$ cat config.mk
export PLATFORM = sky130hd
export DESIGN_NAME = i2c_register_transaction_sequencer
export DESIGN_NICKNAME = d
export VERILOG_FILES = /design/src/hw/rtl/i2cseq_pkg.sv /design/src/hw/rtl/i2cseq_wbuf.sv /design/src/hw/rtl/i2cseq_core.sv /design/src/hw/rtl/i2c_register_transaction_sequencer.sv
export VERILOG_INCLUDE_DIRS = /design/src /design/src/hw/rtl
export SDC_FILE = /design/constraint.sdc
export NUM_CORES = 1
export LEC_CHECK = 0
export ABC_CLOCK_PERIOD_IN_PS = 3970
export BUFFER_PORTS_ARGS = -buffer_cell sky130_fd_sc_hd__buf_4
export CELL_PAD_IN_SITES_DETAIL_PLACEMENT = 0
export CELL_PAD_IN_SITES_GLOBAL_PLACEMENT = 1
export CORE_AREA = 3 3 188 190
export CTS_BUF_LIST = sky130_fd_sc_hd__clkbuf_8
export CTS_CLUSTER_DIAMETER = 80
export DETAILED_ROUTE_END_ITERATION = 8
export DIE_AREA = 0 0 191 193
export HOLD_SLACK_MARGIN = 0.06
export PLACE_DENSITY_LB_ADDON = 0.1
export SLEW_MARGIN = 20
export SYNTH_ARGS = -nofsm -noshare
export SYNTH_HDL_FRONTEND = slang
export SYNTH_HIERARCHICAL = 1
export SYNTH_SLANG_ARGS = --single-unit
export TNS_END_PERCENT = 20
$ cat constraint.sdc
create_clock -name clk -period 3.97 [get_ports clk]
set_input_delay 0.397 -clock clk [delete_from_list [all_inputs] [get_ports clk]]
set_output_delay 0.397 -clock clk [all_outputs]
set_load 0.02 [all_outputs]
$ cat src/hw/rtl/assert_macros.svh
// Assertion macros for the register transaction sequencer.
`ifndef ASSERT_MACROS_SVH
`define ASSERT_MACROS_SVH

`ifndef NO_ASSERTIONS

`define ASSERT_ALWAYS(lbl, clk_sig, rst_n, expr) \
	lbl: assert property (@(posedge clk_sig) disable iff (!rst_n) (expr)) \
		else $error("sequencer assertion failed");

`define ASSERT_IMPLIES(lbl, clk_sig, rst_n, ante, cons) \
	lbl: assert property (@(posedge clk_sig) disable iff (!rst_n) (ante) |-> (cons)) \
		else $error("sequencer assertion failed");

`else

`define ASSERT_ALWAYS(lbl, clk_sig, rst_n, expr)

`define ASSERT_IMPLIES(lbl, clk_sig, rst_n, ante, cons)

`endif

`endif

$ cat src/hw/rtl/i2cseq_pkg.sv
// Types and constants shared by the register transaction sequencer.
`timescale 1ns / 1ps
`default_nettype none

package i2cseq_pkg;

	localparam int unsigned MAX_LEN = 32;
	localparam int unsigned BUF_AW  = $clog2(MAX_LEN);

	typedef enum logic [2:0] {
		CMD_LOAD     = 3'd0,
		CMD_BEGIN_RD = 3'd1,
		CMD_BEGIN_WR = 3'd2,
		CMD_START    = 3'd3,
		CMD_XFER     = 3'd4,
		CMD_STOP     = 3'd5
	} cmd_t;

	typedef enum logic [3:0] {
		ACT_NONE       = 4'd0,
		ACT_REFUSED    = 4'd1,
		ACT_BEGIN      = 4'd2,
		ACT_SEND       = 4'd3,
		ACT_RSTART     = 4'd4,
		ACT_TO_RX      = 4'd5,
		ACT_STORE      = 4'd6,
		ACT_STORE_LAST = 4'd7,
		ACT_STOP       = 4'd8,
		ACT_DONE       = 4'd9
	} action_t;

	typedef enum logic [1:0] {
		PH_ADDR    = 2'd0,
		PH_REG     = 2'd1,
		PH_RXSTART = 2'd2,
		PH_DATA    = 2'd3
	} phase_t;

	typedef struct packed {
		cmd_t       cmd;
		logic [6:0] slave_address;
		logic [7:0] register_address;
		logic [5:0] length;
		logic [7:0] data_byte;
		logic [4:0] load_index;
		logic       ack_received;
		logic       bus_busy;
	} evt_t;

	typedef struct packed {
		action_t    action;
		logic [7:0] tx_byte;
		logic       set_nack;
		logic [4:0] rx_index;
		logic [7:0] rx_byte;
		logic       busy_res;
	} res_t;

	typedef struct packed {
		logic              en;
		logic [BUF_AW-1:0] idx;
		logic [7:0]        data;
	} wbuf_wr_t;

endpackage

`default_nettype wire

$ cat src/hw/rtl/i2cseq_wbuf.sv
// Write byte buffer with registered read and write-to-read forwarding.
`timescale 1ns / 1ps
`default_nettype none

module i2cseq_wbuf (
	input  wire logic                              clk,
	input  wire i2cseq_pkg::wbuf_wr_t              wr,
	input  wire logic [i2cseq_pkg::BUF_AW-1:0]     rd_idx,
	output logic [7:0]                             rd_data
);

	logic [7:0] mem [i2cseq_pkg::MAX_LEN];
	logic [7:0] rd_q;

	always_ff @(posedge clk) begin
		if (wr.en) begin
			mem[wr.idx] <= wr.data;
		end
		if (wr.en && (wr.idx == rd_idx)) begin
			rd_q <= wr.data;
		end else begin
			rd_q <= mem[rd_idx];
		end
	end

	assign rd_data = rd_q;

endmodule

`default_nettype wire

$ cat src/hw/rtl/i2cseq_core.sv
// Transaction state and per-event decision logic.
`timescale 1ns / 1ps
`default_nettype none

module i2cseq_core (
	input  wire logic                          clk,
	input  wire logic                          arst_n,
	input  wire logic                          en,
	input  wire i2cseq_pkg::evt_t              evt,
	input  wire logic [7:0]                    rd_data,
	output i2cseq_pkg::wbuf_wr_t               wr,
	output logic [i2cseq_pkg::BUF_AW-1:0]      rd_idx,
	output i2cseq_pkg::res_t                   res
);

	i2cseq_pkg::phase_t phase_q, phase_d;
	logic               write_mode_q, write_mode_d;
	logic               tx_dir_q, tx_dir_d;
	logic [1:0]         start_cnt_q, start_cnt_d;
	logic [5:0]         position_q, position_d;
	logic [5:0]         byte_cnt_q, byte_cnt_d;
	logic [6:0]         tgt_addr_q, tgt_addr_d;
	logic [7:0]         tgt_reg_q, tgt_reg_d;
	logic               bus_held_q, bus_held_d;
	logic               nack_q, nack_d;

	i2cseq_pkg::action_t act;
	logic                xfer;
	logic [1:0]          start_inc;
	logic                start_cnt_upd;
	logic [6:0]          pos_p1;
	logic [6:0]          pos_p2;
	logic                pos_at_end;

	assign start_inc     = (start_cnt_q != 2'd3) ? start_cnt_q + 2'd1 : start_cnt_q;
	assign start_cnt_upd = (evt.cmd == i2cseq_pkg::CMD_START) && bus_held_q;
	assign pos_p1        = {1'b0, position_q} + 7'd1;
	assign pos_p2        = {1'b0, position_q} + 7'd2;
	assign pos_at_end    = (position_q >= byte_cnt_q) || (32'(position_q) >= i2cseq_pkg::MAX_LEN);

	// decide the action for the held event
	always_comb begin
		act  = i2cseq_pkg::ACT_NONE;
		xfer = 1'b0;
		case (evt.cmd)
			i2cseq_pkg::CMD_BEGIN_RD, i2cseq_pkg::CMD_BEGIN_WR: begin
				if (evt.bus_busy || bus_held_q || (evt.length == 6'd0) ||
				    (32'(evt.length) > i2cseq_pkg::MAX_LEN)) begin
					act = i2cseq_pkg::ACT_REFUSED;
				end else begin
					act = i2cseq_pkg::ACT_BEGIN;
				end
			end
			i2cseq_pkg::CMD_START: begin
				if (bus_held_q) begin
					if (start_inc == 2'd1 || start_inc == 2'd2) begin
						act = i2cseq_pkg::ACT_SEND;
					end else begin
						xfer = 1'b1;
					end
				end
			end
			i2cseq_pkg::CMD_XFER: begin
				xfer = bus_held_q;
			end
			i2cseq_pkg::CMD_STOP: begin
				act = i2cseq_pkg::ACT_DONE;
			end
			default: begin
				act = i2cseq_pkg::ACT_NONE;
			end
		endcase
		if (xfer) begin
			if (tx_dir_q) begin
				if (!evt.ack_received) begin
					act = i2cseq_pkg::ACT_STOP;
				end else if (!write_mode_q) begin
					case (phase_q)
						i2cseq_pkg::PH_ADDR:    act = i2cseq_pkg::ACT_SEND;
						i2cseq_pkg::PH_REG:     act = i2cseq_pkg::ACT_RSTART;
						i2cseq_pkg::PH_RXSTART: act = i2cseq_pkg::ACT_TO_RX;
						default:                act = i2cseq_pkg::ACT_NONE;
					endcase
				end else begin
					case (phase_q)
						i2cseq_pkg::PH_ADDR: act = i2cseq_pkg::ACT_SEND;
						i2cseq_pkg::PH_DATA: act = pos_at_end ? i2cseq_pkg::ACT_STOP
						                                      : i2cseq_pkg::ACT_SEND;
						default:             act = i2cseq_pkg::ACT_NONE;
					endcase
				end
			end else if (phase_q == i2cseq_pkg::PH_DATA) begin
				act = (pos_p1 >= {1'b0, byte_cnt_q}) ? i2cseq_pkg::ACT_STORE_LAST
				                                      : i2cseq_pkg::ACT_STORE;
			end
		end
	end

	// next state
	always_comb begin
		phase_d      = phase_q;
		write_mode_d = write_mode_q;
		tx_dir_d     = tx_dir_q;
		start_cnt_d  = start_cnt_q;
		position_d   = position_q;
		byte_cnt_d   = byte_cnt_q;
		tgt_addr_d   = tgt_addr_q;
		tgt_reg_d    = tgt_reg_q;
		bus_held_d   = bus_held_q;
		nack_d       = nack_q;
		if (start_cnt_upd) begin
			start_cnt_d = start_inc;
		end
		case (act)
			i2cseq_pkg::ACT_BEGIN: begin
				tgt_addr_d   = evt.slave_address;
				tgt_reg_d    = evt.register_address;
				byte_cnt_d   = evt.length;
				write_mode_d = (evt.cmd == i2cseq_pkg::CMD_BEGIN_WR);
				phase_d      = i2cseq_pkg::PH_ADDR;
				position_d   = 6'd0;
				start_cnt_d  = 2'd0;
				tx_dir_d     = 1'b1;
				nack_d       = 1'b0;
				bus_held_d   = 1'b1;
			end
			i2cseq_pkg::ACT_SEND: begin
				if (xfer) begin
					if (phase_q == i2cseq_pkg::PH_ADDR) begin
						phase_d = write_mode_q ? i2cseq_pkg::PH_DATA : i2cseq_pkg::PH_REG;
					end else begin
						position_d = position_q + 6'd1;
					end
				end
			end
			i2cseq_pkg::ACT_RSTART: begin
				phase_d = i2cseq_pkg::PH_RXSTART;
			end
			i2cseq_pkg::ACT_TO_RX: begin
				phase_d  = i2cseq_pkg::PH_DATA;
				tx_dir_d = 1'b0;
				if (byte_cnt_q == 6'd1) begin
					nack_d = 1'b1;
				end
			end
			i2cseq_pkg::ACT_STORE: begin
				position_d = position_q + 6'd1;
				if (pos_p2 == {1'b0, byte_cnt_q}) begin
					nack_d = 1'b1;
				end
			end
			i2cseq_pkg::ACT_STORE_LAST, i2cseq_pkg::ACT_STOP: begin
				bus_held_d = 1'b0;
			end
			i2cseq_pkg::ACT_DONE: begin
				bus_held_d = 1'b0;
				nack_d     = 1'b0;
			end
			default: begin
				phase_d = phase_q;
			end
		endcase
	end

	// result fields
	always_comb begin
		res          = '0;
		res.action   = act;
		res.set_nack = nack_d;
		res.busy_res = bus_held_d;
		case (act)
			i2cseq_pkg::ACT_SEND: begin
				if (!xfer) begin
					res.tx_byte = {tgt_addr_q, (start_inc == 2'd2)};
				end else if (phase_q == i2cseq_pkg::PH_ADDR) begin
					res.tx_byte = tgt_reg_q;
				end else begin
					res.tx_byte = rd_data;
				end
			end
			i2cseq_pkg::ACT_STORE, i2cseq_pkg::ACT_STORE_LAST: begin
				res.rx_index = position_q[4:0];
				res.rx_byte  = evt.data_byte;
			end
			default: begin
				res.tx_byte = 8'd0;
			end
		endcase
	end

	assign wr.en   = en && (evt.cmd == i2cseq_pkg::CMD_LOAD) &&
	                 (32'(evt.load_index) < i2cseq_pkg::MAX_LEN);
	assign wr.idx  = i2cseq_pkg::BUF_AW'(evt.load_index);
	assign wr.data = evt.data_byte;
	assign rd_idx  = en ? position_d[i2cseq_pkg::BUF_AW-1:0]
	                    : position_q[i2cseq_pkg::BUF_AW-1:0];

	always_ff @(posedge clk or negedge arst_n) begin
		if (!arst_n) begin
			phase_q      <= i2cseq_pkg::PH_ADDR;
			write_mode_q <= 1'b0;
			tx_dir_q     <= 1'b0;
			start_cnt_q  <= 2'd0;
			position_q   <= 6'd0;
			byte_cnt_q   <= 6'd0;
			tgt_addr_q   <= 7'd0;
			tgt_reg_q    <= 8'd0;
			bus_held_q   <= 1'b0;
			nack_q       <= 1'b0;
		end else if (en) begin
			phase_q      <= phase_d;
			write_mode_q <= write_mode_d;
			tx_dir_q     <= tx_dir_d;
			start_cnt_q  <= start_cnt_d;
			position_q   <= position_d;
			byte_cnt_q   <= byte_cnt_d;
			tgt_addr_q   <= tgt_addr_d;
			tgt_reg_q    <= tgt_reg_d;
			bus_held_q   <= bus_held_d;
			nack_q       <= nack_d;
		end
	end

endmodule

`default_nettype wire

$ cat src/hw/rtl/i2c_register_transaction_sequencer.sv
// An accepted event waits in the input register until its result enters the output register.
// Throughput: one event per cycle while results are taken; the single decision stage sets the rate.
// The input register refills while a finished result waits in the output register.
// Reset clears all control state and the transaction registers.
// The write byte buffer is not cleared; entries hold nothing until loaded.
`timescale 1ns / 1ps
`default_nettype none

`include "assert_macros.svh"

module i2c_register_transaction_sequencer (
	input  wire logic              clk,
	input  wire logic              arst_n,
	input  wire logic              evt_valid,
	output logic                   evt_ready,
	input  wire i2cseq_pkg::evt_t  evt,
	output logic                   res_valid,
	input  wire logic              res_ready,
	output i2cseq_pkg::res_t       res
);

	logic                             valid_s1;
	i2cseq_pkg::evt_t                 evt_s1;
	logic                             res_valid_q;
	i2cseq_pkg::res_t                 res_q;
	logic                             advance;
	i2cseq_pkg::res_t                 core_res;
	i2cseq_pkg::wbuf_wr_t             wr;
	logic [i2cseq_pkg::BUF_AW-1:0]    rd_idx;
	logic [7:0]                       rd_data;

	assign advance   = valid_s1 && (!res_valid_q || res_ready);
	assign evt_ready = !valid_s1 || advance;

	always_ff @(posedge clk or negedge arst_n) begin
		if (!arst_n) begin
			valid_s1    <= 1'b0;
			res_valid_q <= 1'b0;
		end else begin
			if (evt_valid && evt_ready) begin
				valid_s1 <= 1'b1;
			end else if (advance) begin
				valid_s1 <= 1'b0;
			end
			if (advance) begin
				res_valid_q <= 1'b1;
			end else if (res_ready) begin
				res_valid_q <= 1'b0;
			end
		end
	end

	always_ff @(posedge clk) begin
		if (evt_valid && evt_ready) begin
			evt_s1 <= evt;
		end
		if (advance) begin
			res_q <= core_res;
		end
	end

	i2cseq_core u_core (
		.clk     (clk),
		.arst_n  (arst_n),
		.en      (advance),
		.evt     (evt_s1),
		.rd_data (rd_data),
		.wr      (wr),
		.rd_idx  (rd_idx),
		.res     (core_res)
	);

	i2cseq_wbuf u_wbuf (
		.clk     (clk),
		.wr      (wr),
		.rd_idx  (rd_idx),
		.rd_data (rd_data)
	);

	assign res_valid = res_valid_q;
	assign res       = res_q;

	`ASSERT_IMPLIES(a_free_out_takes_evt, clk, arst_n, !res_valid_q, evt_ready)
	`ASSERT_IMPLIES(a_done_releases, clk, arst_n, res_valid_q && (res_q.action == i2cseq_pkg::ACT_DONE), !res_q.busy_res && !res_q.set_nack)
	`ASSERT_IMPLIES(a_begin_holds, clk, arst_n, res_valid_q && (res_q.action == i2cseq_pkg::ACT_BEGIN), res_q.busy_res && !res_q.set_nack)
	`ASSERT_IMPLIES(a_end_releases, clk, arst_n, res_valid_q && ((res_q.action == i2cseq_pkg::ACT_STOP) || (res_q.action == i2cseq_pkg::ACT_STORE_LAST)), !res_q.busy_res)

endmodule

`default_nettype wire

After elaboration in Yosys (flattened, before gate mapping)
Memory sizes are Yosys's and may differ from the RTL's. A register that Yosys moved wholly into a read port is not among the register bits.
Cells that the tools add are included.
{ "totals": {"regBits": 103, "ram_bits": 256, "out_inout_bits": 29, "wordCells": 131, "n_memories": 1} }
{ "classes": {"add_sub_neg": 4, "n_lt_le_gt_ge": 4, "n_eq_ne": 24, "mux": 40, "reduce_logical": 31} }
{ "mem_list": {"columns": ["memory", "depth", "width", "read_ports", "rd_ports_with_merged_regs", "write_ports", "line_no", "text"], "rows": [
  ["u_wbuf.mem", 32, 8, 1, 1, 1, "i2cseq_wbuf.sv:12", "logic [7:0] mem [i2cseq_pkg::MAX_LEN];"]
]} }
{ "ops": {"columns": ["op", "count"], "rows": [
  ["2-to-1 mux 4 bit", 7],
  ["one-hot mux 6 bit (3 select lines)", 1],
  ["== test 4 x 3 -> 1 bit (second input constant)", 4],
  ["2-to-1 mux 2 bit", 8],
  ["2-to-1 mux 8 bit", 2],
  ["2-to-1 mux 6 bit", 2],
  ["one-hot mux 4 bit (3 select lines)", 1],
  ["2-to-1 mux 1 bit", 11],
  ["one-hot mux 3 bit (3 select lines)", 1],
  ["== test 4 x 2 -> 1 bit (second input constant)", 2],
  ["== test 4 bit (second input constant)", 2],
  ["one-hot mux 2 bit (4 select lines)", 1],
  ["one-hot mux 4 bit (2 select lines)", 1],
  ["AND reduction 4 bit", 2],
  ["nonzero test 2 bit", 4],
  ["adder 6 x 1 -> 7 bit (second input constant)", 1],
  ["adder 6 x 2 -> 7 bit (second input constant)", 1],
  ["== test 7 x 6 -> 1 bit", 1],
  [">= comparator 7 x 6 -> 1 bit", 1],
  ["logical OR 1 bit", 7],
  ["adder 6 x 1 -> 6 bit (second input constant)", 1],
  ["== test 2 bit (second input constant)", 3],
  ["== test 3 x 2 -> 1 bit (second input constant)", 2],
  ["== test 3 bit (second input constant)", 2],
  ["other kinds (22)", 35]
]} }

Longest topological paths before layout
Gate-level depths: netlist of the first run.
{ "depth": {"depth_word": 13, "mapped_depth": 14} }

Cells and area by module
Netlist of the first run, hierarchy kept.
{ "modules_own_cells": {"columns": ["mod", "instances", "cells_per_inst", "area_per_inst_um2", "seq_area_each_um2"], "rows": [
  ["i2cseq_wbuf", 1, 414, 9993.3, 7787.5],
  ["i2cseq_core", 1, 327, 3071.7, 875.8],
  ["i2c_register_transaction_sequencer", 1, 74, 2085.8, 2031.9]
]} }

Least setup slack after synthesis of the first run
No wires, ideal clock.
{ "synth_timing": {"path_kind": "reg2reg", "startpoint": "register res_valid_q, in the netlist res_valid", "endpoint": "memory u_wbuf.mem[0][0] (enable)", "setup_time_ns": 0.370, "arrival_ns": 3.203, "slack_ns": 0.397, "path_stages_with_launch": 8, "path_buffers": 2, "period_less_slack_ns": 3.573, "path_cell_list": "dfrtp_1 nand2b_1 and2_1 clkbuf_1 nor4b_1 or3b_2 clkbuf_1 nor2_1"} }
{ "synth_rtl": {"columns": ["item", "line_no", "text"], "rows": [
  ["start, declared", "i2c_register_transaction_sequencer.sv:24", "logic res_valid_q;"],
  ["start signal, assigned", "i2c_register_transaction_sequencer.sv:38", "res_valid_q <= 1'b0;"],
  ["start signal, assigned", "i2c_register_transaction_sequencer.sv:46", "res_valid_q <= 1'b1;"],
  ["start signal, assigned", "i2c_register_transaction_sequencer.sv:48", "res_valid_q <= 1'b0;"],
  ["end, declared", "i2cseq_wbuf.sv:12", null]
]} }

Worst setup path in the final report of the first run
{ "layout_timing": {"startpoint": "register u_core.position_q[0]", "endpoint": "register u_core.byte_cnt_q[1]"} }
{ "layout_between": {"elab_chain_cells": 10} }
{ "layout_rtl": {"columns": ["item", "line_no", "text"], "rows": [
  ["start, declared", "i2cseq_core.sv:20", "logic [5:0] position_q, position_d;"],
  ["start signal, assigned", "i2cseq_core.sv:215", "position_q <= position_d;"],
  ["branches (longest 6 deep; another with adder 6 x 1 -> 7 bit)", null, null],
  ["2-to-1 mux 4 bit *", "i2cseq_core.sv:74", "if (tx_dir_q) begin"],
  ["2-to-1 mux 4 bit *", "i2cseq_core.sv:73", "if (xfer) begin"],
  ["== test 4 x 2 -> 1 bit *", "i2cseq_core.sv:114", "case (act)"],
  ["AND reduction 2 bit (no source line) *", null, null],
  ["end signal, assigned", "i2cseq_core.sv:216", "byte_cnt_q <= byte_cnt_d;"],
  ["end, declared", "i2cseq_core.sv:21", "logic [5:0] byte_cnt_q, byte_cnt_d;"]
]} }
Mark *: on every way between the ends.
A chain may end at the register's enable or synchronous reset.

==> metrics.log, run 1 <==
INFO  metric yosys_warnings = 6
INFO  metric rsz0062_at_grt = false
INFO  metric coreArea = 33600 um^2
INFO  metric critical_path.startpoint = u_core/position_q[0]
INFO  metric clk_latency = 0.63 ns
INFO  metric crit_arrival = 4.01 ns
INFO  metric maxClockFrequency = between 0.2 and 0.3 GHz
INFO  metric num_rows = between 60 and 70
INFO  metric fin_crit_sh = 0.889
INFO  metric htreeDepth = 2
INFO  metric number_of_instances_in_the_synthesized_netlist = about 820
INFO  metric timing.rr.end = u_core/byte_cnt_q[1]
INFO  metric run_status = finished, final reports clean
INFO  metric post_synth_num_cell_types = just under 80
INFO  metric layoutNonFillerInstCount = around 1500
INFO  metric drv.max_cap_violation_count = 0
INFO  metric worst_setup_path_endpoint = u_core/byte_cnt_q[1]
INFO  metric worstRegToRegCells = 11
INFO  metric nets = about 1000
INFO  metric total_wire_length = 33.6 mm
INFO  metric antenna_violating_nets_post_route = 0
INFO  metric cts_tree = done
INFO  metric report.final.hold_viol_count = 0
INFO  metric grt_pass1_vias = 8452
INFO  metric asyncSetResetFlopFracSynth = 0.102
INFO  metric synth.ff_latch_count = around 360
INFO  metric timing.critical_path.to_type = flop
INFO  metric cts.repair.resized = 0
INFO  metric drt_iter0_markers = ~440
INFO  metric io_buffer_count = just over 70
INFO  metric die_span_in_x = ~190 um
INFO  metric initial_utilization = 0.451
INFO  metric setup-violations-final = 0
INFO  metric fp.dieH = between 150 and 200 um
INFO  metric critical_path.slowest_cell = sky130_fd_sc_hd__dfrtp_1
INFO  metric power.static_leakage = ~0.0063 uW
INFO  metric start_of_the_worst_register_to_register_path = u_core/position_q[0]
INFO  metric hold_path.class = input pin to asynchronous set/reset pin
INFO  metric pin_count_of_the_biggest_net_entering_global_routing = 42
INFO  metric worst_path_most_repeated_cell = sky130_fd_sc_hd__ha_1
INFO  metric cts-root-buf = sky130_fd_sc_hd__clkbuf_8
INFO  metric mappedNetlistArea = 15200 um^2
INFO  metric gp_congestion = approximately 0.8
INFO  metric grt_overflow_total = 0
INFO  metric clock-skew-final = 0.0280 ns
INFO  metric fin_crit = roughly 3.5 ns
INFO  metric cp.required = between 4 and 5 ns
INFO  metric total_number_of_clock_tree_sinks = ~360
INFO  metric setup.reg_to_reg.worst_slack = around 0.44 ns
INFO  metric clockBufferDepth = 3
INFO  metric die-area = ~37000 um^2
INFO  metric number_of_buffers_inserted_to_repair_setup_after_cts = 0
INFO  metric final_common_cell = sky130_fd_sc_hd__edfxtp_1
INFO  metric timing_max_transition_violations_final = 0
INFO  metric drc = 0
INFO  metric dp_hpwl = approximately 22 mm
INFO  metric total_global_route_track_usage = 0.187
INFO  metric dominant_synthesized_flop_cell = sky130_fd_sc_hd__edfxtp_1
INFO  metric synth_edf_count = 322
INFO  metric layout-area-overhead-vs-synth = 18.4%
INFO  metric drt_pre_antenna_iters = 5
INFO  metric numCtsBuffers = 60
INFO  metric worstSetupStartpointType = flop
INFO  metric yosysSeqAreaShare = 0.706
INFO  metric layout-drive-gt1-share = 0.314
INFO  metric cts.reportedPaths.clkPinSlew = roughly 0.060 ns
INFO  metric worst_pin_slew = roughly 0.95 ns
INFO  metric drt-vias-per-instance = roughly 5.5
INFO  metric slew_headroom = 0.364
INFO  metric number_of_antenna_violations_at_the_first_check_in_global_routing = 0
INFO  metric most-common-layout-cells = 322 x sky130_fd_sc_hd__edfxtp_1, 85 x sky130_fd_sc_hd__buf_4, 80 x sky130_fd_sc_hd__mux4_2
INFO  metric avgSynthCellArea = between 15 and 20 um^2
INFO  metric global_route_wire_length_before_repair = roughly 51 mm
INFO  metric crit_path_max_incr_delay = 0.54 ns
INFO  metric setup_tns = 0 ns
INFO  metric setup.worst_path.class = flop to flop
INFO  metric worstPathMaxFanout = 24
INFO  metric route.detailed.wl_per_inst = approximately 23 um
INFO  metric power.ir.vdd_worst = 0.000449 V
INFO  metric detailroute.via_count = between 7000 and 8000
INFO  metric postSynthNetCount = a little under 900
INFO  metric power_per_cell_area = 532 nW/um^2
INFO  metric insertedDiodeCount = 0
INFO  metric boundaryPins = 72
INFO  metric path_cells = inv_1, ha_1, ha_1, a21boi_0, o21a_1, o2111ai_1, a32oi_1, o211ai_2, and2_4, nand3_4, mux2_4
INFO  metric placed_cells_incl_taps = around 1300
[final cells by class]
type,count,area (um^2)
clock buffers,66,908
repair buffers,137,1250
flip-flops and latches,364,10700
clock inverters,47,379
inverters,18,67.6
fillers,2705,15700
well taps,448,561
multi-input cells,381,4080
[sequential cells by signal, summed over array words and instances (netlist names), 2 cells and up, named ones only]
name                cells
u_wbuf/mem            256
evt_s1                 39
res                    27
u_core/tgt_reg_q        8
u_core/tgt_addr_q       7
u_core/byte_cnt_q       6
u_core/position_q       6
u_core/phase_q          2
u_core/start_cnt_q      2
[layer usage]
metal / up-vias / track usage / part of all wire
li1: 3563 / - / -
met1: 4119 / 0.247 / 0.42
met2: 247 / 0.310 / 0.49
met3: 65 / 0.0383 / 0.062
met4: 0 / 0.0675 / 0.030
met5: - / 0 / 0
[cell families after synthesis]
kind of cell,synth area share
AO/OA/AOI/OAI,0.0366
XOR/XNOR,0.00520
adder cells (fa/ha/maj),0.0165
buffers and inverters,0.0250
flip-flops,0.706
multiplexers,0.154
AND/OR/NAND/NOR,0.0567
[repair_timing]
action / CTS / global route
hold buffers: 43 / 0
setup endpoints to repair: 0 / 0
hold endpoints to repair: 78 / 0
[synthesized netlist by cell type, types with 7 or more instances]
| master | n | share of area |
|---|---|---|
| sky130_fd_sc_hd__a211oi_1 | 8 | 0.0040 |
| sky130_fd_sc_hd__a21oi_1 | 9 | 0.0030 |
| sky130_fd_sc_hd__and3_1 | 13 | 0.0054 |
| sky130_fd_sc_hd__buf_4 | 21 | 0.010 |
| sky130_fd_sc_hd__clkbuf_1 | 16 | 0.0040 |
| sky130_fd_sc_hd__dfrtp_1 | 37 | 0.061 |
| sky130_fd_sc_hd__edfxtp_1 | 322 | 0.64 |
| sky130_fd_sc_hd__ha_1 | 20 | 0.017 |
| sky130_fd_sc_hd__inv_1 | 16 | 0.0040 |
| sky130_fd_sc_hd__mux2_2 | 18 | 0.013 |
| sky130_fd_sc_hd__mux2_4 | 14 | 0.014 |
| sky130_fd_sc_hd__mux2i_1 | 12 | 0.0079 |
| sky130_fd_sc_hd__mux4_2 | 80 | 0.12 |
| sky130_fd_sc_hd__nand2_1 | 18 | 0.0045 |
| sky130_fd_sc_hd__nand3_1 | 10 | 0.0033 |
| sky130_fd_sc_hd__nand3b_1 | 7 | 0.0035 |
| sky130_fd_sc_hd__nor2_1 | 58 | 0.014 |
| sky130_fd_sc_hd__o21ai_0 | 11 | 0.0036 |
[report_power, final]
| group | leakage, uW | internal, uW | switching, uW | total [uW] |
|---|---|---|---|---|
| Clock | 0.000715 | 1940 | 1490 | 3430 |
| Sequential | 0.00345 | 4390 | 224 | 4610 |
| Combinational | 0.00211 | 777 | 723 | 1500 |
| Total | 0.00627 | 7100 | 2440 | 9540 |
[stage by stage]
| stage | total power [uW] | worst slack [ns] | util | instance area [um^2] | hold slack, ns |
|---|---|---|---|---|---|
| final | 9540 | 0.442 | 0.534 | 17900 | 0.321 |
| after global routing | 10000 | 0.238 | 0.534 | 17900 | 0.333 |
| after detailed placement | 6160 | 0.465 | 0.479 | 16100 | 0.423 |
| after floorplan | 5710 | 0.397 | - | 15200 | 0.101 |
| after global placement | 6130 | 0.576 | 0.478 | 16100 | 0.413 |
| after CTS | 9680 | 0.447 | 0.530 | 17800 | 0.285 |
[worst min path at each step]
stage,slack [ns],cells past startpoint,endpoint
floorplan,0.10,0,res_valid
global placement,0.41,1,u_core/byte_cnt_q[5]
detailed placement,0.42,1,u_core/byte_cnt_q[1]
CTS,0.29,2,u_core/position_q[5]
global route,0.33,2,u_core/byte_cnt_q[5]
finish,0.32,2,u_core/byte_cnt_q[5]
[worst max-delay path: cells and delay by family (launching register included)]
family | cells | cell delay [ns]
fa+ha+maj | 2 | 0.61
buf+inv | 1 | 0.16
compound gates | 5 | 1.07
simple gates | 2 | 0.60
flops | 1 | 0.54
mux | 1 | 0.43
Note: power is estimated with default switching activity, not from simulation.
==> run 2: changes to the inputs <==
- ABC_AREA: not set -> 1
- CORE_AREA: 3 3 188 190 -> 3 3 192 194
- DIE_AREA: 0 0 191 193 -> 0 0 195 197
==> run 2 against run 1 <==
Compared with the run above: largest power group unchanged; total power decreased by 9.9%; global-route usage increased by 1.3 points; critical path type unchanged; register-to-register slack improved by 0.34 ns; cell count increased by 40%; critical path depth increased by 5; first-iteration DRC count increased by 71%; via count increased by 29%.
==> metrics.log, run 2 <==
INFO  metric placedInstanceArea = 16700 um^2 (+3.8%)
INFO  metric fin_ws = 0.786 ns (+0.344 ns)
INFO  metric path_buf_inv = 2 (+1)
INFO  metric grt_pass1_vias = 10200 (+20%)
INFO  metric asyncSetResetFlopFracSynth = 0.102 (unchanged)
INFO  metric pre_cts_slack = 0.773 ns (+0.308 ns)
INFO  metric critical_path.slowest_cell = sky130_fd_sc_hd__dfrtp_1
INFO  metric clockBufferDepth = 3 (unchanged)
INFO  metric most-common-layout-cells = 440 x sky130_fd_sc_hd__nand2_1, 322 x sky130_fd_sc_hd__edfxtp_1, 228 x sky130_fd_sc_hd__nand3_1
INFO  metric initial_utilization = 0.447 (-0.00334)
INFO  metric setup_tns = 0 ns (unchanged)
INFO  metric layout-drive-gt1-share = 0.164 (-0.150)
INFO  metric slew_headroom = 0.360 (-0.00448)
INFO  metric synth.ff_latch_count = 364 (unchanged)
INFO  metric globalRouteMet1Util = 0.282 (+0.0349)
INFO  metric use_met2 = 0.317 (+0.00676)
INFO  metric htreeDepth = 2 (unchanged)
INFO  metric avgSynthCellArea = 11.4 um^2 (-39%)
INFO  metric met3_usage = 0.0403 (+0.00201)
INFO  metric synth_edf_count = 322 (unchanged)
INFO  metric cts.repair.resized = 0 (unchanged)
INFO  metric postLayoutCellArea = 18400 um^2 (+2.4%)
INFO  metric crit_path_max_incr_delay = 0.48 ns (-0.06 ns)
INFO  metric worstPathMaxFanout = 32 (+33%)
INFO  metric die-area = 38400 um^2 (+4.2%)
INFO  metric timing.critical_path.max_delay_family = simple AND/OR/NAND/NOR gates
INFO  metric fillerInstances = 3172 (+17%)
INFO  metric cts-root-buf = sky130_fd_sc_hd__clkbuf_8
INFO  metric report.final.hold_viol_count = 0 (unchanged)
INFO  metric crit_arrival = 3.73 ns (-0.28 ns)
INFO  metric post_synth_num_cell_types = 43 (-44%)
INFO  metric mappedNetlistArea = 15800 um^2 (+4.5%)
INFO  metric clock-skew-final = 0.0267 ns (-0.00127 ns)
INFO  metric drc = 0 (unchanged)
INFO  metric layout-area-overhead-vs-synth = 16.0%
INFO  metric io_buffer_count = 71 (unchanged)
INFO  metric number_of_flip_flops_under_the_largest_register_name = 256 (unchanged)
INFO  metric timing.critical_path.to_type = flop
INFO  metric grt_overflow_total = 0 (unchanged)
INFO  metric multiInputGateArea = 4290 um^2 (+5.2%)
INFO  metric route.detailed.wl_per_inst = 18.6 um (-19%)
INFO  metric fp.dieH = 197 um (+2.1%)
INFO  metric power.ir.vdd_worst = 0.000341 V (-24%)
INFO  metric clk_latency = 0.67 ns (+0.04 ns)
INFO  metric boundaryPins = 72 (unchanged)
INFO  metric yosys.cell_count.top_type = sky130_fd_sc_hd__nand2_1
INFO  metric coreArea = 35400 um^2 (+5.3%)
INFO  metric detailroute.via_count = 10300 (+29%)
INFO  metric cp.required = 4.52 ns (+0.07 ns)
INFO  metric worst_pin_slew = 0.960 ns (+0.00918 ns)
INFO  metric drt_iter0_markers = 757 (+71%)
INFO  metric synth.largest_area_cell = sky130_fd_sc_hd__edfxtp_1
INFO  metric hold_slack = 0.255 ns (-0.0657 ns)
INFO  metric global_route_wire_length_before_repair = 59.2 mm (+16%)
INFO  metric cts.reportedPaths.clkPinSlew = 0.07 ns (about the same)
INFO  metric power.static_leakage = 0.00730 uW (+16%)
INFO  metric drt-vias-per-instance = 5.04 (-8.0%)
INFO  metric final_common_cell = sky130_fd_sc_hd__nand2_1
INFO  metric setup.reg_to_reg.worst_slack = 0.79 ns (+0.34 ns)
INFO  metric num_rows = 69 (+3.0%)
INFO  metric synth.top_cells.by_area = sky130_fd_sc_hd__edfxtp_1 61%, sky130_fd_sc_hd__nand2_1 10%, sky130_fd_sc_hd__nand3_1 7.2%, sky130_fd_sc_hd__dfrtp_1 5.8%, sky130_fd_sc_hd__buf_6 2.0%
INFO  metric pin_count_of_the_biggest_net_entering_global_routing = 129 (+210%)
INFO  metric nets = 1597 (+56%)
INFO  metric total_wire_length = 38.1 mm (+13%)
INFO  metric postSynthNetCount = 1455 (+66%)
INFO  metric yosys_warnings = 6 (unchanged)
INFO  metric path_cells = ha_1, nand2_1, nor2_1, nand2_1, xor2_1, inv_1, ha_1, nand3_2, nand2_1, nor2_2, nand4_2, nand3_4, inv_4, nor2_4, nand2_4, mux2_4
INFO  metric total_number_of_clock_tree_sinks = 364 (unchanged)
INFO  metric rsz0062_at_grt = false
INFO  metric yosysSeqAreaShare = 0.675 (-0.0305)
INFO  metric power_per_cell_area = 468 nW/um^2 (-12%)
INFO  metric worst_path_most_repeated_cell = sky130_fd_sc_hd__nand2_1
INFO  metric max_flop_register = u_wbuf/mem
INFO  metric insertedDiodeCount = 0 (unchanged)
INFO  metric drt_pre_antenna_iters = 5 (unchanged)
INFO  metric drv.max_cap_violation_count = 0 (unchanged)
INFO  metric timing_max_transition_violations_final = 0 (unchanged)
INFO  metric post_synth_most_frequent_cells = 440 x sky130_fd_sc_hd__nand2_1, 322 x sky130_fd_sc_hd__edfxtp_1, 228 x sky130_fd_sc_hd__nand3_1, 73 x sky130_fd_sc_hd__nor2_1, 60 x sky130_fd_sc_hd__inv_1
INFO  metric cts_tree = done
INFO  metric maxClockFrequency = 0.314 GHz (+11%)
INFO  metric run_status = finished, final reports clean
INFO  metric dominant_synthesized_flop_cell = sky130_fd_sc_hd__edfxtp_1
INFO  metric number_of_instances_in_the_synthesized_netlist = 1392 (+71%)
INFO  metric die_span_in_x = 195 um (+2.1%)
INFO  metric worstSetupStartpointType = flop
INFO  metric setup.worst_path.class = flop to flop
INFO  metric synth_top_area_share = 0.611 (-0.0276)
INFO  metric fin_crit = 3.18 ns (-0.344 ns)
INFO  metric area.sequential = 10700 um^2 (unchanged)
INFO  metric dp_hpwl = 23.2 mm (+7.0%)
INFO  metric gp_congestion = 0.843 (+4.1%)
INFO  metric setup-violations-final = 0 (unchanged)
INFO  metric hold_path.class = input pin to asynchronous set/reset pin
INFO  metric antenna_violating_nets_post_route = 0 (unchanged)
INFO  metric busiest_layer = met2
INFO  metric numCtsBuffers = 60 (unchanged)
INFO  metric fin_crit_sh = 0.802 (-0.0866)
INFO  metric total_global_route_track_usage = 0.200 (+0.0134)
INFO  metric number_of_antenna_violations_at_the_first_check_in_global_routing = 0 (unchanged)
-- run 2: cell types whose count changed in the layout (fill, tap and decap cells not counted), moves of 15 or more --
| cell | before | now |
|---|---|---|
| sky130_fd_sc_hd__nor2_1 | 58 | 73 |
| sky130_fd_sc_hd__mux4_2 | 80 | 0 |
| sky130_fd_sc_hd__buf_4 | 85 | 111 |
| sky130_fd_sc_hd__nand2_1 | 18 | 440 |
| sky130_fd_sc_hd__nand3_1 | 10 | 228 |
| sky130_fd_sc_hd__inv_1 | 32 | 77 |
-- run 2: cell type report --
type	count	area share
tap	461	0.0314
timing repair buffer	156	0.0709
clock inverter	46	0.0165
clock buffer	68	0.0509
sequential	364	0.582
multi-input combinational	882	0.233
inverter	70	0.0145
-- run 2: path summary, 6_finish.rpt --
check,to,from,cells past startpoint
worst min-delay path,u_core/phase_q[0],arst_n,2
worst min register to register,u_core/tgt_reg_q[7],evt_s1[28],1
min in group clk,evt_s1[29],evt[29],2
worst max-delay path,u_core/tgt_addr_q[0],u_core/position_q[2],16
max in group asynchronous,u_core/write_mode_q,arst_n,2
worst max register to register,u_core/tgt_addr_q[0],u_core/position_q[2],16
-- run 2: metrics by stage --
| stage | power [uW] | util | instances |
|---|---|---|---|
| floorplan | 5070 | - | 1392 |
| global placement | 5310 | 0.472 | 1890 |
| detailed placement | 5320 | 0.472 | 1890 |
| CTS | 8700 | 0.519 | 2047 |
| global route | 8990 | 0.519 | 2047 |
| finish | 8590 | 0.519 | 2047 |
-- run 2: cells by family (layout without fill, tap and decap cells) --
logic type,count (synthesis),count (layout),synth area share
xor gates and xnor gates,6,6,0.00332
DFF,364,364,0.675
and+or+nand+nor,778,778,0.212
muxes,17,17,0.0152
AOI/OAI and AO/OA,61,61,0.0239
buffers and inverters,146,340,0.0544
adders and majority gates,20,20,0.0158
-- run 2: timing repair --
item	4_1_cts	5_1_grt
hold buffers	43	0
hold endpoints to repair	78	0
setup buffers	0	0
setup endpoints to repair	0	0
-- run 2: layer usage --
layer  vias to the layer above  wire length, um
li1                       5082                -
met1                      4904            17700
met2                       249            17700
met3                        73             1860
met4                         0              914
met5                         -                0
-- run 2: worst reg2reg max path: cells and delay by family, from the launching register on --
family        cells  cell delay, ns
mux               1            0.42
fa+ha+maj         2            0.58
simple gates     10            1.32
flops             1            0.48
buf+inv           2            0.13
xor+xnor          1            0.18
-- run 2: report_power, final --
| part | internal [uW] | switching [uW] | total, uW | leakage, uW |
|---|---|---|---|---|
| Sequential | 4350 | 113 | 4470 | 0.00345 |
| Clock | 1780 | 1540 | 3320 | 0.000705 |
| Combinational | 340 | 472 | 811 | 0.00314 |
==> run 3: changes to the inputs <==
- ABC_CLOCK_PERIOD_IN_PS: 3970 -> 3200
- clock period: 3.97 -> 3.2 ns (I/O delays scaled with it)
==> run 3 against run 2 <==
Compared with the run above: final area fell by 0.44%; sequential share of layout area rose by 0.27 points; non-clock buffer count down 4; flip-flop and latch count did not move; combinational power increased by 26%; global-route usage is 0.15 points lower; critical path depth decreased by 1; total power rose by 21%; register-to-register slack got worse by 0.56 ns; first-iteration DRC count fell by 6.7%; critical path type unchanged; critical endpoint is now u_core/position_q[2].
==> metrics.log, run 3 (synthesis results as in run 2) <==
INFO  metric fin_crit_sh = 0.930 (+0.128)
INFO  metric drc = 0 (unchanged)
INFO  metric worst_pin_slew = 0.832 ns (-0.127 ns)
INFO  metric fp.dieH = 197 um (unchanged)
INFO  metric grt_overflow_total = 0 (unchanged)
INFO  metric antenna_violating_nets_post_route = 0 (unchanged)
INFO  metric maxClockFrequency = 0.336 GHz (+7.0%)
INFO  metric setup.worst_path.class = flop to flop
INFO  metric cts.reportedPaths.clkPinSlew = 0.06 ns (about the same)
INFO  metric clk_latency = 0.62 ns (-0.05 ns)
INFO  metric setup.reg_to_reg.worst_slack = 0.23 ns (-0.56 ns)
INFO  metric rsz0062_at_grt = false
INFO  metric hold_slack = 0.219 ns (-0.0362 ns)
INFO  metric slew_headroom = 0.443 (+0.0836)
INFO  metric worstSetupStartpointType = flop
INFO  metric clock-skew-final = 0.0221 ns (-0.00468 ns)
INFO  metric setup_tns = 0 ns (unchanged)
INFO  metric drt_iter0_markers = 706 (-6.7%)
INFO  metric timing.critical_path.to_type = flop
INFO  metric total_global_route_track_usage = 0.199 (-0.00147)
INFO  metric layoutNonFillerInstCount = 2035 (-0.59%)
INFO  metric power_per_cell_area = 567 nW/um^2 (+21%)
INFO  metric power.static_leakage = 0.00722 uW (-1.0%)
INFO  metric num_rows = 69 (unchanged)
INFO  metric total_number_of_clock_tree_sinks = 364 (unchanged)
INFO  metric report.final.hold_viol_count = 0 (unchanged)
INFO  metric drv.max_cap_violation_count = 0 (unchanged)
INFO  metric pin_count_of_the_biggest_net_entering_global_routing = 129 (unchanged)
INFO  metric detailroute.via_count = 10300 (+0.097%)
INFO  metric crit_arrival = 3.46 ns (-0.27 ns)
INFO  metric setup-violations-final = 0 (unchanged)
INFO  metric dr.max_layer_used = met4
INFO  metric worstPathMaxFanout = 8 (-75%)
INFO  metric die-area = 38400 um^2 (unchanged)
INFO  metric io_buffer_count = 71 (unchanged)
INFO  metric global_route_wire_length_before_repair = 58.9 mm (-0.48%)
INFO  metric die_span_in_x = 195 um (unchanged)
INFO  metric fin_crit = 2.97 ns (-0.209 ns)
INFO  metric power.ir.vdd_worst = 0.000410 V (+20%)
INFO  metric detailroute.wirelength.met3 = 2.36 mm (+27%)
INFO  metric total_wire_length = 38.2 mm (+0.16%)
INFO  metric cts_tree = done
INFO  metric timing.rr.end = u_core/position_q[2]
INFO  metric number_of_flip_flops_under_the_largest_register_name = 256 (unchanged)
INFO  metric max_flop_register = u_wbuf/mem
INFO  metric nets = 1593 (-0.25%)
INFO  metric clockBufferDepth = 3 (unchanged)
INFO  metric gp_congestion = 0.834 (-1.2%)
INFO  metric placed_cells_incl_taps = 1885 (-0.26%)
INFO  metric htreeDepth = 2 (unchanged)
INFO  metric coreArea = 35400 um^2 (unchanged)
INFO  metric worstRegToRegCells = 15 (-1)
INFO  metric cp.required = 3.69 ns (-0.83 ns)
INFO  metric dp_hpwl = 23.1 mm (-0.51%)
INFO  metric layout-area-overhead-vs-synth = 15.5%
INFO  metric route.detailed.wl_per_inst = 18.8 um (+0.75%)
INFO  metric number_of_antenna_violations_at_the_first_check_in_global_routing = 0 (unchanged)
INFO  metric initial_utilization = 0.447 (unchanged)
INFO  metric hold_path.class = input pin to asynchronous set/reset pin
INFO  metric insertedDiodeCount = 0 (unchanged)
INFO  metric cts-root-buf = sky130_fd_sc_hd__clkbuf_8
INFO  metric final_common_cell = sky130_fd_sc_hd__nand2_1
INFO  metric drt-met1-wl = 17.3 mm (-2.2%)
INFO  metric power = 10400 uW (+21%)
INFO  metric timing_max_transition_violations_final = 0 (unchanged)
INFO  metric drt_pre_antenna_iters = 5 (unchanged)
INFO  metric boundaryPins = 72 (unchanged)
INFO  metric run_status = finished, final reports clean
INFO  metric met2_length = 17.9 mm (+1.2%)
INFO  metric layout-drive-gt1-share = 0.164 (about the same)
INFO  metric drt-vias-per-instance = 5.07 (+0.69%)
INFO  metric grt_pass1_vias = 10100 (-1.0%)
INFO  metric numCtsBuffers = 60 (unchanged)
INFO  metric most-common-layout-cells = 440 x sky130_fd_sc_hd__nand2_1, 322 x sky130_fd_sc_hd__edfxtp_1, 228 x sky130_fd_sc_hd__nand3_1
INFO  metric start_of_the_worst_register_to_register_path = u_core/position_q[1]
-- run 3: cell types whose count changed in the layout (fill, tap and decap cells not counted), moves of 3 or more --
| cell | before | now |
|---|---|---|
| sky130_fd_sc_hd__buf_12 | 2 | 5 |
| sky130_fd_sc_hd__buf_4 | 111 | 103 |
| sky130_fd_sc_hd__clkinv_1 | 12 | 8 |
| sky130_fd_sc_hd__clkinv_2 | 12 | 15 |
-- run 3: critical path: stages, from the launching register on --
cell and delay (ns):
sky130_fd_sc_hd__dfrtp_2 0.42, sky130_fd_sc_hd__ha_1 0.23, sky130_fd_sc_hd__nand2_1 0.09, sky130_fd_sc_hd__nor2_2 0.13, sky130_fd_sc_hd__nand2_1 0.08, sky130_fd_sc_hd__xor2_1 0.18, sky130_fd_sc_hd__inv_1 0.07, sky130_fd_sc_hd__ha_1 0.32
sky130_fd_sc_hd__nand3_2 0.09, sky130_fd_sc_hd__nand2_1 0.06, sky130_fd_sc_hd__nor2_2 0.12, sky130_fd_sc_hd__nand4_2 0.10, sky130_fd_sc_hd__nand3_4 0.14, sky130_fd_sc_hd__nand2_2 0.15, sky130_fd_sc_hd__a21oi_4 0.29, sky130_fd_sc_hd__mux2_2 0.38
-- run 3: through the flow --
step,utilization,area [um^2],worst slack (ns)
2_1_floorplan,-,15800,0.351
3_3_place_gp,0.472,16700,0.161
3_5_place_dp,0.472,16700,0.0978
4_1_cts,0.516,18300,0.0989
5_1_grt,0.517,18300,0.0150
6_report,0.517,18300,0.225
-- run 3: report_power, final --
group          leakage (uW)  switching (uW)  internal, uW  total [uW]
clock              0.000648            1840          1970        3820
combinational       0.00313             598           427        1020
sequential          0.00345             137          5400        5540
total               0.00722            2580          7800       10400
-- run 3: cell type report --
type | count | area (um^2)
fill | 3160 | 17100
sequential | 364 | 10700
multi-input combinational | 882 | 4310
timing repair buffer | 152 | 1320
clock buffer | 66 | 908
tap | 461 | 577
inverter | 70 | 269
clock inverter | 40 | 209
-- run 3: how the worst max path moves through the flow --
stage | startpoint | end | slack (ns) | cells after the start
floorplan | res_valid | u_wbuf/mem[11][0] | 0.35 | 5
global placement | u_core/position_q[0] | u_core/tgt_reg_q[4] | 0.16 | 13
detailed placement | u_core/position_q[1] | u_core/tgt_addr_q[2] | 0.1 | 16
CTS | u_core/position_q[1] | res[14] | 0.1 | 19
global route | u_core/position_q[1] | u_core/position_q[2] | 0.02 | 15
finish | u_core/position_q[1] | u_core/position_q[2] | 0.23 | 15
-- run 3: routing by layer --
layer / vias to the layer above / track usage
li1: 5057 / -
met1: 4922 / 0.286
met2: 294 / 0.313
met3: 45 / 0.0398
met4: 0 / 0.0512
met5: - / 0
-- run 3: timing repair --
item | CTS | global route
hold endpoints to repair | 78 | 0
buffers inserted | 0 | 1
hold buffers | 43 | 0
resized for setup | 0 | 9
setup endpoints to repair | 0 | 36
